$ cat config.mk
export PLATFORM = sky130hd
export DESIGN_NAME = asterix_cat019_record_parser
export DESIGN_NICKNAME = d
export VERILOG_FILES = /design/src/rtl/core/ac019_pkg.sv /design/src/rtl/core/asterix_cat019_record_parser.sv
export SDC_FILE = /design/constraint.sdc
export NUM_CORES = 1
export LEC_CHECK = 0
export ABC_CLOCK_PERIOD_IN_PS = 5790
export BUFFER_PORTS_ARGS = -buffer_cell sky130_fd_sc_hd__buf_2
export CAP_MARGIN = 25
export CORE_UTILIZATION = 55
export CTS_CLUSTER_SIZE = 14
export DETAILED_ROUTE_END_ITERATION = 6
export PLACE_DENSITY = 0.77
export SLEW_MARGIN = 20
export SYNTH_ARGS = -nofsm -noshare
export SYNTH_HDL_FRONTEND = slang
export SYNTH_SLANG_ARGS = --single-unit
$ cat constraint.sdc
create_clock -name clk -period 5.79 [get_ports clk]
set_input_delay 1.158 -clock clk [delete_from_list [all_inputs] [get_ports clk]]
set_output_delay 1.158 -clock clk [all_outputs]
set_load 0.1 [all_outputs]
$ cat src/rtl/core/ac019_pkg.sv
// shared types, item codes and helpers for the category 19 record parser
`default_nettype none

package ac019_pkg;

	localparam int ITEM_LIMIT = 10;

	localparam logic [3:0] KIND_SOURCE      = 4'd0;
	localparam logic [3:0] KIND_MSG_TYPE    = 4'd1;
	localparam logic [3:0] KIND_TIME        = 4'd2;
	localparam logic [3:0] KIND_SYS_STATUS  = 4'd3;
	localparam logic [3:0] KIND_TP_STATUS   = 4'd4;
	localparam logic [3:0] KIND_SENSOR      = 4'd5;
	localparam logic [3:0] KIND_TRANSPONDER = 4'd6;
	localparam logic [3:0] KIND_POSITION    = 4'd7;
	localparam logic [3:0] KIND_HEIGHT      = 4'd8;
	localparam logic [3:0] KIND_UNDULATION  = 4'd9;
	localparam logic [3:0] KIND_END         = 4'd10;

	typedef struct packed {
		logic [7:0] data_byte;
		logic       record_start;
	} in_t;

	typedef struct packed {
		logic [3:0]         item_kind;
		logic signed [31:0] value_a;
		logic signed [31:0] value_b;
		logic [1:0]         code_one;
		logic [1:0]         code_two;
		logic [1:0]         code_three;
		logic [1:0]         code_four;
		logic [4:0]         sensor_flags;
		logic               last_of_record;
	} out_t;

	// byte length of the fixed-size items
	function automatic logic [3:0] fixed_len(input logic [3:0] kind);
		logic [3:0] len;
		unique case (kind)
			KIND_SOURCE:     len = 4'd2;
			KIND_MSG_TYPE:   len = 4'd1;
			KIND_TIME:       len = 4'd3;
			KIND_SYS_STATUS: len = 4'd1;
			KIND_TP_STATUS:  len = 4'd1;
			KIND_POSITION:   len = 4'd8;
			KIND_HEIGHT:     len = 4'd2;
			default:         len = 4'd1;
		endcase
		return len;
	endfunction

	// lowest present item at or above from, ITEM_LIMIT when none
	function automatic logic [3:0] next_item(input logic [ITEM_LIMIT-1:0] pres,
			input logic [3:0] from);
		logic [3:0] res;
		res = 4'(ITEM_LIMIT);
		for (int i = ITEM_LIMIT - 1; i >= 0; i--) begin
			if (pres[i] && (4'(i) >= from)) begin
				res = 4'(i);
			end
		end
		return res;
	endfunction

endpackage

`default_nettype wire

$ cat src/rtl/core/asterix_cat019_record_parser.sv
// top level of the category 19 record parser: input register, decode, result register
// a byte's result (if any) passes the input register, then is written to the result register
// throughput: one byte per cycle while results are taken; the input register and the result register
//   let a new byte in while a finished result still waits to be taken
// reset: arst_n clears the handshake flags and the parser state to idle
`default_nettype none

module asterix_cat019_record_parser (
	input  wire logic              clk,
	input  wire logic              arst_n,
	input  wire logic              byte_valid,
	output logic                   byte_ready,
	input  wire ac019_pkg::in_t    byte_data,
	output logic                   result_valid,
	input  wire logic              result_ready,
	output ac019_pkg::out_t        result_data
);

	// parser phase codes
	localparam logic [1:0] PH_IDLE  = 2'd0;
	localparam logic [1:0] PH_FSPEC = 2'd1;
	localparam logic [1:0] PH_ITEMS = 2'd2;
	localparam logic [1:0] PH_DONE  = 2'd3;

	localparam int NI = ac019_pkg::ITEM_LIMIT;

	// input register
	logic            valid_s1;
	ac019_pkg::in_t  data_s1;

	// parser state
	logic [1:0]    phase_q;
	logic [NI-1:0] pres_q;
	logic [3:0]    cursor_q;
	logic [3:0]    bcnt_q;
	logic [63:0]   gather_q;
	logic [7:0]    reps_q;
	logic [2:0]    oct_q;

	// result register
	logic            res_valid_q;
	ac019_pkg::out_t res_q;

	// the byte in the input register moves on when the result slot is free
	logic adv;
	assign adv        = valid_s1 && (!res_valid_q || result_ready);
	assign byte_ready = !valid_s1 || adv;

	assign result_valid = res_valid_q;
	assign result_data  = res_q;

	// state as seen by this byte: record_start wipes the old record first
	logic          start;
	logic [7:0]    b;
	logic [1:0]    cur_phase;
	logic [NI-1:0] cur_pres;
	logic [3:0]    cur_cursor;
	logic [3:0]    cur_bcnt;
	logic [63:0]   cur_gather;
	logic [7:0]    cur_reps;
	logic [2:0]    cur_oct;

	assign start      = data_s1.record_start;
	assign b          = data_s1.data_byte;
	assign cur_phase  = start ? PH_FSPEC : phase_q;
	assign cur_pres   = start ? '0 : pres_q;
	assign cur_cursor = start ? '0 : cursor_q;
	assign cur_bcnt   = start ? '0 : bcnt_q;
	assign cur_gather = start ? '0 : gather_q;
	assign cur_reps   = start ? '0 : reps_q;
	assign cur_oct    = start ? '0 : oct_q;

	// next state and result
	logic [1:0]      nx_phase;
	logic [NI-1:0]   nx_pres;
	logic [3:0]      nx_cursor;
	logic [3:0]      nx_bcnt;
	logic [63:0]     nx_gather;
	logic [7:0]      nx_reps;
	logic [2:0]      nx_oct;
	logic            emit;
	logic            done;
	ac019_pkg::out_t r;

	// scratch for the item decode
	logic [63:0] g_new;
	logic [3:0]  bcnt_inc;
	logic [NI-1:0] pres_or;
	logic [3:0]  first_item;
	logic [3:0]  after_item;
	logic [30:0] time_prod;

	assign g_new    = {cur_gather[55:0], b};
	assign bcnt_inc = cur_bcnt + 4'd1;
	// time of day: raw units of 1/128 s to ms is raw*125/16
	assign time_prod = 31'(g_new[23:0]) * 31'd125;

	// fspec bits: first octet gives items 0..6, second octet items 7..9
	always_comb begin
		pres_or = cur_pres;
		if (cur_bcnt == 4'd0) begin
			for (int i = 0; i < 7; i++) begin
				pres_or[i] = cur_pres[i] | b[7-i];
			end
		end else if (cur_bcnt == 4'd1) begin
			for (int i = 7; i < NI; i++) begin
				pres_or[i] = cur_pres[i] | b[14-i];
			end
		end
	end

	assign first_item = ac019_pkg::next_item(pres_or, 4'd0);
	assign after_item = ac019_pkg::next_item(cur_pres, cur_cursor + 4'd1);

	always_comb begin
		nx_phase  = cur_phase;
		nx_pres   = cur_pres;
		nx_cursor = cur_cursor;
		nx_bcnt   = cur_bcnt;
		nx_gather = cur_gather;
		nx_reps   = cur_reps;
		nx_oct    = cur_oct;
		emit      = 1'b0;
		done      = 1'b0;
		r         = '0;

		unique case (cur_phase)
			PH_FSPEC: begin
				nx_pres = pres_or;
				if (cur_bcnt != 4'hf) begin
					nx_bcnt = bcnt_inc;
				end
				// fx clear ends the fspec
				if (!b[0]) begin
					nx_bcnt   = '0;
					nx_gather = '0;
					nx_cursor = first_item;
					if (first_item < 4'(NI)) begin
						nx_phase = PH_ITEMS;
					end else begin
						// no items at all: lone end marker
						nx_phase         = PH_DONE;
						emit             = 1'b1;
						r.item_kind      = ac019_pkg::KIND_END;
						r.last_of_record = 1'b1;
					end
				end
			end
			PH_ITEMS: begin
				r.item_kind = cur_cursor;
				if (cur_cursor == ac019_pkg::KIND_SENSOR) begin
					if (cur_bcnt == 4'd0) begin
						// entry count
						nx_reps = b;
						if (b == 8'd0) begin
							done = 1'b1;
						end else begin
							nx_bcnt = 4'd1;
						end
					end else if (cur_bcnt == 4'd1) begin
						nx_gather = {56'd0, b};
						nx_bcnt   = 4'd2;
					end else begin
						emit           = 1'b1;
						r.value_a      = {24'd0, cur_gather[7:0]};
						r.sensor_flags = b[6:2];
						nx_reps        = cur_reps - 8'd1;
						nx_bcnt        = 4'd1;
						if (cur_reps == 8'd1) begin
							done = 1'b1;
						end
					end
				end else if (cur_cursor == ac019_pkg::KIND_TRANSPONDER) begin
					emit       = 1'b1;
					r.value_a  = {29'd0, cur_oct};
					r.code_one = b[7:6];
					r.code_two = b[3:2];
					if (cur_oct != 3'd7) begin
						nx_oct = cur_oct + 3'd1;
					end
					if (!b[0]) begin
						done = 1'b1;
					end
				end else begin
					nx_gather = g_new;
					nx_bcnt   = bcnt_inc;
					if (bcnt_inc >= ac019_pkg::fixed_len(cur_cursor)) begin
						emit = 1'b1;
						done = 1'b1;
						unique case (cur_cursor)
							ac019_pkg::KIND_SOURCE: begin
								r.value_a = {24'd0, g_new[15:8]};
								r.value_b = {24'd0, g_new[7:0]};
							end
							ac019_pkg::KIND_MSG_TYPE: begin
								r.value_a  = {24'd0, g_new[7:0]};
								r.code_one = {1'b0, (g_new[7:0] >= 8'd1) &&
									(g_new[7:0] <= 8'd3)};
							end
							ac019_pkg::KIND_TIME: begin
								r.value_a = {5'd0, time_prod[30:4]};
							end
							ac019_pkg::KIND_SYS_STATUS: begin
								r.code_one   = g_new[7:6];
								r.code_two   = {1'b0, g_new[5]};
								r.code_three = {1'b0, g_new[4]};
								r.code_four  = {1'b0, g_new[3]};
							end
							ac019_pkg::KIND_TP_STATUS: begin
								r.code_one   = g_new[7:6];
								r.code_two   = g_new[5:4];
								r.code_three = g_new[3:2];
								r.code_four  = g_new[1:0];
							end
							ac019_pkg::KIND_POSITION: begin
								r.value_a = g_new[63:32];
								r.value_b = g_new[31:0];
							end
							ac019_pkg::KIND_HEIGHT: begin
								r.value_a = {{16{g_new[15]}}, g_new[15:0]};
							end
							default: begin
								r.value_a = {{24{g_new[7]}}, g_new[7:0]};
							end
						endcase
					end
				end

				// item finished: step to the next present item
				if (done) begin
					nx_cursor = after_item;
					nx_bcnt   = '0;
					nx_gather = '0;
					nx_reps   = '0;
					nx_oct    = '0;
					if (after_item >= 4'(NI)) begin
						nx_phase = PH_DONE;
						if (!emit) begin
							// empty sensor item closed the record
							r           = '0;
							r.item_kind = ac019_pkg::KIND_END;
							emit        = 1'b1;
						end
						r.last_of_record = 1'b1;
					end
				end
			end
			default: begin
				// idle or done: bytes without record_start are dropped
			end
		endcase
	end

	// input register
	always_ff @(posedge clk or negedge arst_n) begin
		if (!arst_n) begin
			valid_s1 <= 1'b0;
		end else if (byte_ready) begin
			valid_s1 <= byte_valid;
		end
	end

	always_ff @(posedge clk) begin
		if (byte_ready && byte_valid) begin
			data_s1 <= byte_data;
		end
	end

	// parser state, updated as each byte is consumed
	always_ff @(posedge clk or negedge arst_n) begin
		if (!arst_n) begin
			phase_q  <= PH_IDLE;
			pres_q   <= '0;
			cursor_q <= '0;
			bcnt_q   <= '0;
			gather_q <= '0;
			reps_q   <= '0;
			oct_q    <= '0;
		end else if (adv) begin
			phase_q  <= nx_phase;
			pres_q   <= nx_pres;
			cursor_q <= nx_cursor;
			bcnt_q   <= nx_bcnt;
			gather_q <= nx_gather;
			reps_q   <= nx_reps;
			oct_q    <= nx_oct;
		end
	end

	// result register
	always_ff @(posedge clk or negedge arst_n) begin
		if (!arst_n) begin
			res_valid_q <= 1'b0;
		end else if (adv) begin
			res_valid_q <= emit;
		end else if (result_ready) begin
			res_valid_q <= 1'b0;
		end
	end

	always_ff @(posedge clk) begin
		if (adv && emit) begin
			res_q <= r;
		end
	end

endmodule

`default_nettype wire

; Word-level counts from Yosys, hierarchy flattened
; Cells that the tools add are included.
[totals]
register_bits = 188
output_inout_bits = 84
elab_cells = 201
in_bits = 13
[classes]
n_bitwise = 10
n_mux = 113
multipliers = 1
n_eq_ne = 14
n_addsub = 4
n_lt_le_gt_ge = 15
reduce_logical = 24
[op_table]
columns = op, count
row1 = 64-bit 2-to-1 mux, 7
row2 = 82-bit 2-to-1 mux, 3
row3 = 32-bit case mux with 6 select lines, 1
row4 = 4-bit 2-to-1 mux, 35
row5 = 64-bit case mux with 2 select lines, 1
row6 = 32-bit 2-to-1 mux, 3
row7 = 72-bit 2-to-1 mux, 1
row8 = 8-bit 2-to-1 mux, 8
row9 = 32-bit case mux with 2 select lines, 1
row10 = 40-bit 2-to-1 mux, 1
row11 = "24-bit by 7-bit multiplier with 31-bit output, second input constant", 1
row12 = 3-bit 2-to-1 mux, 8
row13 = 4-bit case mux with 2 select lines, 3
row14 = 1-bit 2-to-1 mux, 21
row15 = 10-bit 2-to-1 mux, 2
row16 = "4-bit by 3-bit == test with 1-bit output, second input constant", 4
row17 = "3-bit by 4-bit greater-or-equal comparator with 1-bit output, first input constant", 4
row18 = 2-bit 2-to-1 mux, 8
row19 = 5-bit 2-to-1 mux, 3
row20 = 1-bit logical AND, 14
row21 = 4-bit case mux with 3 select lines, 1
row22 = 6-bit case mux with 2 select lines, 1
row23 = 1-bit bitwise OR, 10
row24 = "4-bit by 1-bit adder with 4-bit output, second input constant", 2
row25 = 27 further kinds, 38

; Longest topological paths before layout
; Gate-level depths: netlist (run 1).
[logic_depth]
ltp_word = 19
ltp_mapped = 25

; Worst setup path after synthesis (run 1)
; No wires, ideal clock.
[synth_timing]
kind = reg2reg
startpoint = register data_s1, in the netlist start
endpoint = register res_q, in the netlist result_data[69] (data pin)
n_path_buf = 5
stages_incl_launch_ff = 22
arrival_time_ns = 5.597
period_less_slack_ns = 5.865
setup_time_ns = 0.268
setup_slack_ns = -0.075
path_cell_list = edfxtp_1 buf_2 inv_2 clkbuf_1 clkbuf_1 clkbuf_1 nand2_1 fa_1 fa_1 inv_1 fa_1 inv_1 fa_1 inv_1 ha_1 clkbuf_1 and3_1 nand2_1 o41ai_1 a31oi_1 xor2_1 o22ai_1
[synth_between]
elab_chain_cells = 17
[synth_lines]
columns = item, line
row1 = from (decl), asterix_cat019_record_parser.sv:29  ; ac019_pkg::in_t data_s1;
row2 = from (signal assigned), asterix_cat019_record_parser.sv:265  ; data_s1 <= byte_data;
row3 = "parallel branches: the longest is 17 deep, another holds 24-bit by 7-bit multiplier with 31-bit output", --
row4 = to (signal assigned), asterix_cat019_record_parser.sv:303  ; res_q <= r;
row5 = to (decl), asterix_cat019_record_parser.sv:42  ; ac019_pkg::out_t res_q;
; Several ways; the timed one is not identified. The select of a mux whose other input is x is not followed.
; A chain may end at the register's enable or synchronous reset.

; Worst setup path after layout (run 1)
[layout_timing]
startpoint = register data_s1, in the netlist start
endpoint = register res_q, in the netlist result_data[66] (data pin)
; The elaborated chain is that of the path after synthesis.

==> results.py, run 1 <==
metrics = {
    "sta": {
        "skew_ns": 0.0105,
        "rsz0062_at_grt": "false",
        "final_max_slew_viol_count": 0,
        "tightest_slew_ns": 0.976,
        "period_share_pct": 95.1,
        "finalSetupTns_ns": 0,
        "max-slew-margin-rel_pct": 34.7,
        "fmax_mhz": 182,
        "layout_min_cycle_time_ns": 5.51,
        "hold_viol": 0,
        "setup_violations": 0,
    },
    "finish": {
        "layout-drive-gt1-share_pct": 12.6,
        "diodes": 0,
        "finalNonFillerCells": 1768,
        "seqCellArea_mm2": 0.00496,
        "multiInputGateArea_mm2": 0.00743,
        "area_delta_synth_final_pct": 11.5,
        "nFillCells": 1943,
        "nets": 1605,
    },
    "place": {
        "dp_cells": 1736,
        "hpwl_um": 27000,
        "port_buffers": 96,
        "gp_congestion": 0.975,
    },
    "power_and_ir_drop": {
        "p_seq_share_pct": 32.2,
        "leakagePower_nw": 6.59,
        "switching_share_pct": 42.6,
        "p_comb_share_pct": 42.0,
        "clkPwrFrac_pct": 25.8,
        "power_density_mw_per_mm2": 320,
        "p_int_mw": 2.70,
        "switchingPower_mw": 2.00,
        "ir_drop_v": 0.000240,
    },
    "floorplanning": {
        "ios": 97,
        "die_width_um": 157,
        "fp.dieArea_mm2": 0.0246,
        "rows": 56,
        "die_h_um": 157,
        "coreArea_mm2": 0.0235,
        "start_util_pct": 56.1,
    },
    "synth": {
        "synth_top_area_cell": "edfxtp_1",
        "synth_enable_flop_cells": 91,
        "synth_compound_gate_area_share_pct": 19.2,
        "synthCells": 1359,
        "syn_nets": 1528,
        "synth_top_area_share_pct": 20.8,
        "synth_fa_ha_area_share_pct": 19.2,
        "netlist_top_cells_count": "inv_1 (132), nand2_1 (132), nor2_1 (100)",
        "yosys.area_share.xor_xnor_pct": 3.19,
        "synth_top_family_by_area": "adder cells",
        "syn_area_per_cell_um2": 9.68,
        "synthTopCellsByArea": "edfxtp_1 (21%), dfrtp_1 (17%), fa_1 (12%)",
        "synthArstFlopShare_pct": 49.4,
        "synth_seq_cells": 180,
        "synthMuxAreaShare_pct": 0.380,
        "synth-main-ff-cell": "edfxtp_1",
        "syn_area_mm2": 0.0132,
        "yosys.area_share.simple_pct": 14.1,
        "synth_warnings": 0,
        "yosys.cell_types.count": 73,
        "ys_seq_area_share_pct": 37.7,
    },
    "drt": {
        "ant_nets": 0,
        "vias_per_cell": 6.25,
        "drtIter0Drc": 1251,
        "drcViolationCount": 0,
        "vias": 11100,
        "wl_um": 37100,
        "wl_per_cell_um": 21.0,
        "drtPass1Iterations": 6,
    },
    "clock_network": {
        "clockBufferDepth": 2,
        "clock_sink_count": 180,
        "clkTransAtPathRegs_ns": 0.08,
        "cts_hold_buffers": 0,
        "cts_setup_buffers": 0,
        "cts_buffers": 17,
        "cts_tree": "built",
        "htreeDepth": 4,
        "clock_latency_ns": 0.45,
        "cts_resized": 0,
        "cts-root-buf": "clkbuf_16",
    },
    "worst_setup_path": {
        "path_cells": "nor2b_1 > xnor2_1 > fa_1 > fa_1 > fa_1 > inv_1 > ha_1 > and4_1 > a21o_1 > a2111o_1 > a21boi_0 > o21ai_0 > a221oi_1 > xor2_1 > o22ai_1",
        "crit_arrival_ns": 5.70,
        "r2r-start": "start",
        "r2r-end": "result_data[66]",
        "slowest_delay_ns": 0.82,
        "r2r_setup_slack_ns": 0.28,
        "critPathKind": "reg -> reg",
        "critPathBufInv": 1,
        "slowest_stage": "edfxtp_1",
        "critPathTopFamily": "adder cells",
        "reg2regPathDepth": 15,
        "path_max_fanout": 17,
        "critPathLaunchType": "flip-flop",
        "worst_setup_path_end_kind": "flip-flop",
        "crit_required_ns": 5.98,
        "crit_top_cell": "fa_1",
    },
    "worst_hold_path": {
        "hp-start": "oct_q[1]",
        "whs_endpoint": "oct_q[1]",
        "whs_path_depth": 2,
        "hold_path.class": "reg -> reg",
    },
    "grt": {
        "grt_pass1_wl_um": 58900,
        "grt_pass1_vias": 10700,
        "track_usage_pct": 31.7,
        "overflow": 0,
        "grt_max_degree": 54,
        "antenna_found_initial": 1,
    },
    "job": {
        "drv_cap": 0,
    },
    "outcome": {
        "status": "finished clean",
    },
}
## area by class of cell
| cell class | instances | share of cell area (%) |
|---|---|---|
| Sequential cell | 180 | 33.8 |
| Multi-Input combinational cell | 973 | 50.6 |
| Inverter | 133 | 3.40 |
| Clock inverter | 15 | 1.30 |
| Clock buffer | 17 | 2.90 |
| Timing Repair Buffer | 131 | 5.25 |
| Tap cell | 319 | 2.72 |
## layout by cell type (no fill, tap or decap), types with 5 or more instances in the layout
| master | instances |
|---|---|
| nor2b_1 | 22 |
| a21o_1 | 19 |
| and2_1 | 23 |
| a31oi_1 | 14 |
| inv_1 | 132 |
| a221oi_1 | 18 |
| nor3_1 | 39 |
| xnor2_1 | 30 |
| clkbuf_16 | 17 |
| or2_2 | 5 |
| clkinv_8 | 5 |
| mux2i_1 | 5 |
| a21oi_1 | 73 |
| a21boi_0 | 7 |
| and3_1 | 17 |
| ha_1 | 80 |
| nand3_1 | 18 |
| a211oi_1 | 7 |
| a22oi_1 | 12 |
| o211ai_1 | 6 |
| buf_2 | 95 |
| nor2_1 | 99 |
| edfxtp_1 | 91 |
| nand4_1 | 10 |
| o21ai_0 | 77 |
| nand2b_1 | 8 |
| buf_4 | 34 |
| o31ai_1 | 5 |
| o21a_1 | 5 |
| o22ai_1 | 22 |
| fa_1 | 76 |
| dfrtp_1 | 89 |
| a222oi_1 | 5 |
| nand2_1 | 132 |
| xor2_1 | 18 |
| nor3b_1 | 5 |
| a22o_1 | 51 |
## per-layer routing
layer  GRT usage (%)  vias to the layer above  share of wire [%]
met5               0                        -              0.030
met4            10.6                        2                2.8
met3            6.15                       94                8.8
met2            49.2                      575                 45
met1            44.3                     5423                 43
li1                -                     4959                  -
## power by group through the flow
stage | clock network, mW | registers (mW) | logic (mW)
after floorplan | 0 | 1.55 | 1.39
after global placement | 0 | 1.53 | 1.86
after detailed placement | 0 | 1.54 | 1.90
after CTS | 1.22 | 1.51 | 1.92
after global routing | 1.26 | 1.52 | 2.16
final | 1.21 | 1.51 | 1.98
## flip-flops by register name (all words and copies together) (netlist names)
name,flops
result_data,82
gather_q,56
pres_q,10
b,8
reps_q,8
bcnt_q,4
cursor_q,4
oct_q,3
phase_q,2
result_valid,1
start,1
valid_s1,1
## per-stage QoR
step                      instance area, um^2  hold WS (ns)  power, mW  worst slack, ns  utilization (%)
final                                   14700         0.488       4.70            0.283             62.5
after global routing                    14700         0.530       4.95          0.00403             62.5
after global placement                  14000         0.464       3.40            0.459             59.9
after floorplan                         13200         0.442       2.94           0.0571                -
after detailed placement                14000         0.474       3.43            0.343             59.9
after CTS                               14700         0.492       4.65            0.318             62.5
## worst min-delay path: cells and delay by family, from the launching register on
| family | cells | cell delay [ns] |
|---|---|---|
| AOI/OAI and AO/OA | 1 | 0.07 |
| DFF | 1 | 0.34 |
| and+or+nand+nor | 1 | 0.04 |
## worst max path at each step
stage                     startpoint              end  slack (ns)  depth (start not counted)
after floorplan                start  result_data[69]        0.06                         21
after global placement          b[6]  result_data[66]        0.46                         15
after detailed placement       start  result_data[66]        0.34                         15
after CTS                      start  result_data[66]        0.32                         15
after global routing           start  result_data[68]       0.004                         16
final                          start  result_data[66]        0.28                         15
## kinds of logic after synthesis
group	Yosys count
fa+ha+maj	157
flops	180
mux	5
compound gates	368
buf+inv	206
simple gates	395
xor+xnor	48
Power figures use the tool's default switching activity.
==> run 2: changes to the inputs <==
ABC_AREA = 1   (was default)
PLACE_DENSITY = 0.76   (was 0.77)
==> run 2 against run 1 <==
Compared with the run above:
- the flow now finishes with violations (design-rule violations)
- via count is 26% higher
- sequential power rose by 7%
- die area increased by 12%
- clock-buffer cell count grew 4
- fmax is 1.6% higher
- combinational power grew 120%
- utilization is 0.66 points lower
- sequential cell count did not move
- largest cell class unchanged
==> results.py, run 2 <==
metrics = {
    "outcome": {
        "status": "complete, but fails checks",
        "violations": "design-rule violations",
    },
    "synth": {
        "synth-main-ff-cell": "edfxtp_1",
        "synth_seq_cells": 180,
        "ys_seq_area_share_pct": 33.5,
        "synth_top_area_share_pct": 18.4,
        "synthCells": 1856,
        "syn_area_per_cell_um2": 7.99,
        "synthArstFlopShare_pct": 49.4,
        "syn_area_mm2": 0.0148,
        "synth_top_area_cell": "edfxtp_1",
        "synthTopCellsByArea": "edfxtp_1 (18%), dfrtp_1 (15%), fa_1 (10%)",
        "yosysMostFrequentCell": "nand2_1",
        "synth_warnings": 0,
        "yosys.cell_types.count": 57,
        "syn_nets": 2025,
        "synth_enable_flop_cells": 91,
        "netlist_top_cells_count": "nand2_1 (374), inv_1 (272), nor2_1 (157)",
    },
    "worst_hold_path": {
        "whs_path_depth": 2,
        "hold_path.class": "reg -> reg",
        "hp-start": "gather_q[23]",
    },
    "clock_network": {
        "cts-root-buf": "clkbuf_16",
        "clock_sink_count": 180,
        "cts_tree": "built",
        "clock_latency_ns": 0.45,
        "cts_buffers": 17,
        "clockBufferDepth": 2,
        "htreeDepth": 4,
        "clkTransAtPathRegs_ns": 0.08,
    },
    "place": {
        "placed_cell_area_mm2": 0.0156,
        "port_buffers": 96,
        "gp_congestion": 0.941,
        "hpwl_um": 34000,
    },
    "sta": {
        "rsz0062_at_grt": "false",
        "skew_ns": 0.0141,
        "tightest_slew_ns": 1.04,
        "fmax_mhz": 185,
        "hold_viol": 0,
        "layout_min_cycle_time_ns": 5.42,
        "finalSetupTns_ns": 0,
        "final_max_slew_viol_count": 0,
        "max-slew-margin-rel_pct": 30.4,
        "setup_violations": 0,
        "period_share_pct": 93.6,
    },
    "finish": {
        "layout-drive-gt1-share_pct": 12.6,
        "final_area_mm2": 0.0163,
        "nets": 2103,
        "nFillCells": 2322,
        "diodes": 0,
        "layout_commonest_cell": "nand2_1",
        "largest_register_ffs": 82,
        "area_delta_synth_final_pct": 9.67,
        "mostFrequentLayoutCells": "nand2_1 (373), inv_1 (271), nor2_1 (156), a21oi_1 (127), o21ai_0 (108)",
    },
    "worst_setup_path": {
        "worstSetupStartpoint": "start",
        "path_max_fanout": 15,
        "reg2regPathDepth": 22,
        "critPathLaunchType": "flip-flop",
        "r2r-start": "start",
        "worst_setup_path_end_kind": "flip-flop",
        "critPathKind": "reg -> reg",
        "crit_required_ns": 6.08,
        "crit_arrival_ns": 5.71,
    },
    "grt": {
        "met2_usage_pct": 52.9,
        "grt_pass1_wl_um": 72800,
        "grt_max_degree": 67,
        "antenna_found_initial": 0,
        "track_usage_pct": 34.0,
        "overflow": 0,
        "grtUsageMet1_pct": 45.4,
        "grt_pass1_vias": 13300,
        "top_usage_layer": "met2",
        "use_met3_pct": 7.58,
    },
    "drt": {
        "drcViolationCount": 8,
        "ant_nets": 0,
        "vias_per_cell": 6.10,
        "wl_um": 46500,
        "vias": 13900,
        "drtIter0Drc": 1923,
        "drtPass1Iterations": 7,
        "wl_per_cell_um": 20.4,
    },
    "job": {
        "drv_cap": 0,
    },
    "power_and_ir_drop": {
        "ir_drop_v": 0.000237,
        "p_total_mw": 7.25,
        "power_density_mw_per_mm2": 446,
        "leakagePower_nw": 7.51,
    },
    "floorplanning": {
        "fp.dieArea_mm2": 0.0276,
        "die_width_um": 166,
        "rows": 59,
        "die_h_um": 166,
        "coreArea_mm2": 0.0263,
        "ios": 97,
        "start_util_pct": 56.4,
    },
}
run 2: stage by stage:
stage          setup slack, ns  instances  utilization (%)  hold WS, ns
3_3_place_gp             0.269       2249             59.5        0.461
5_1_grt                  0.119       2282             61.9        0.506
4_1_cts                  0.229       2281             61.8        0.486
2_1_floorplan            0.196       1856                -        0.449
3_5_place_dp             0.255       2249             59.5        0.465
6_report                 0.371       2282             61.9        0.484
run 2: cell families after synthesis:
kind of cell	count (synthesis)	synth area share (%)
adders and majority gates	156	17.0
AOI/OAI and AO/OA	426	17.5
xor gates and xnor gates	15	0.886
buffers and inverters	368	10.1
DFF	180	33.5
and+or+nand+nor	711	21.0
run 2: area by class of cell:
class | count | area [um^2] | share of cell area, %
multi-input cells | 1308 | 8370 | 51.5
flip-flops and latches | 180 | 4960 | 30.5
inverters | 293 | 1120 | 6.87
repair buffers | 134 | 793 | 4.88
clock buffers | 21 | 493 | 3.03
well taps | 335 | 419 | 2.58
clock inverters | 11 | 105 | 0.647
run 2: power by group:
part / switching (mW) / internal, mW
clock: 0.572 / 0.630
sequential: 0.0995 / 1.51
combinational: 3.06 / 1.38
total: 3.73 / 3.52
run 2: final timing paths:
path | endpoint | slack (ns)
max in group asynchronous | gather_q[50] | 3.92
worst max register to register | result_data[67] | 0.37
worst max-delay path | result_data[67] | 0.37
worst min-delay path | gather_q[23] | 0.48
min in group asynchronous | gather_q[22] | 0.69
worst min register to register | gather_q[23] | 0.48
run 2: critical path, stage by stage (launching register included):
cell	delay [ns]
edfxtp_1	0.41
buf_12	0.17
nor2_2	0.30
clkinv_1	0.37
nand2_1	0.18
nand2_1	0.11
xor2_1	0.19
fa_1	0.47
fa_1	0.52
fa_1	0.53
inv_1	0.05
ha_1	0.35
nand2_1	0.12
nor2_1	0.10
inv_1	0.06
nor3_1	0.39
nand4_1	0.23
nand3b_1	0.20
nand2_1	0.07
nand2_1	0.09
or2_2	0.11
nand3_1	0.06
a21oi_1	0.18
run 2: routing by layer:
| layer | vias up | part of all wire (%) |
|---|---|---|
| li1 | 6371 | - |
| met1 | 6655 | 40 |
| met2 | 755 | 45 |
| met3 | 143 | 10 |
| met4 | 0 | 4.5 |
| met5 | - | 0 |
run 2: repair_timing:
item	CTS	global route
endpoints found under the hold margin	0	0
resized for setup	0	0
endpoints found under the setup margin	0	1
hold buffers	0	0
buffers inserted	0	1
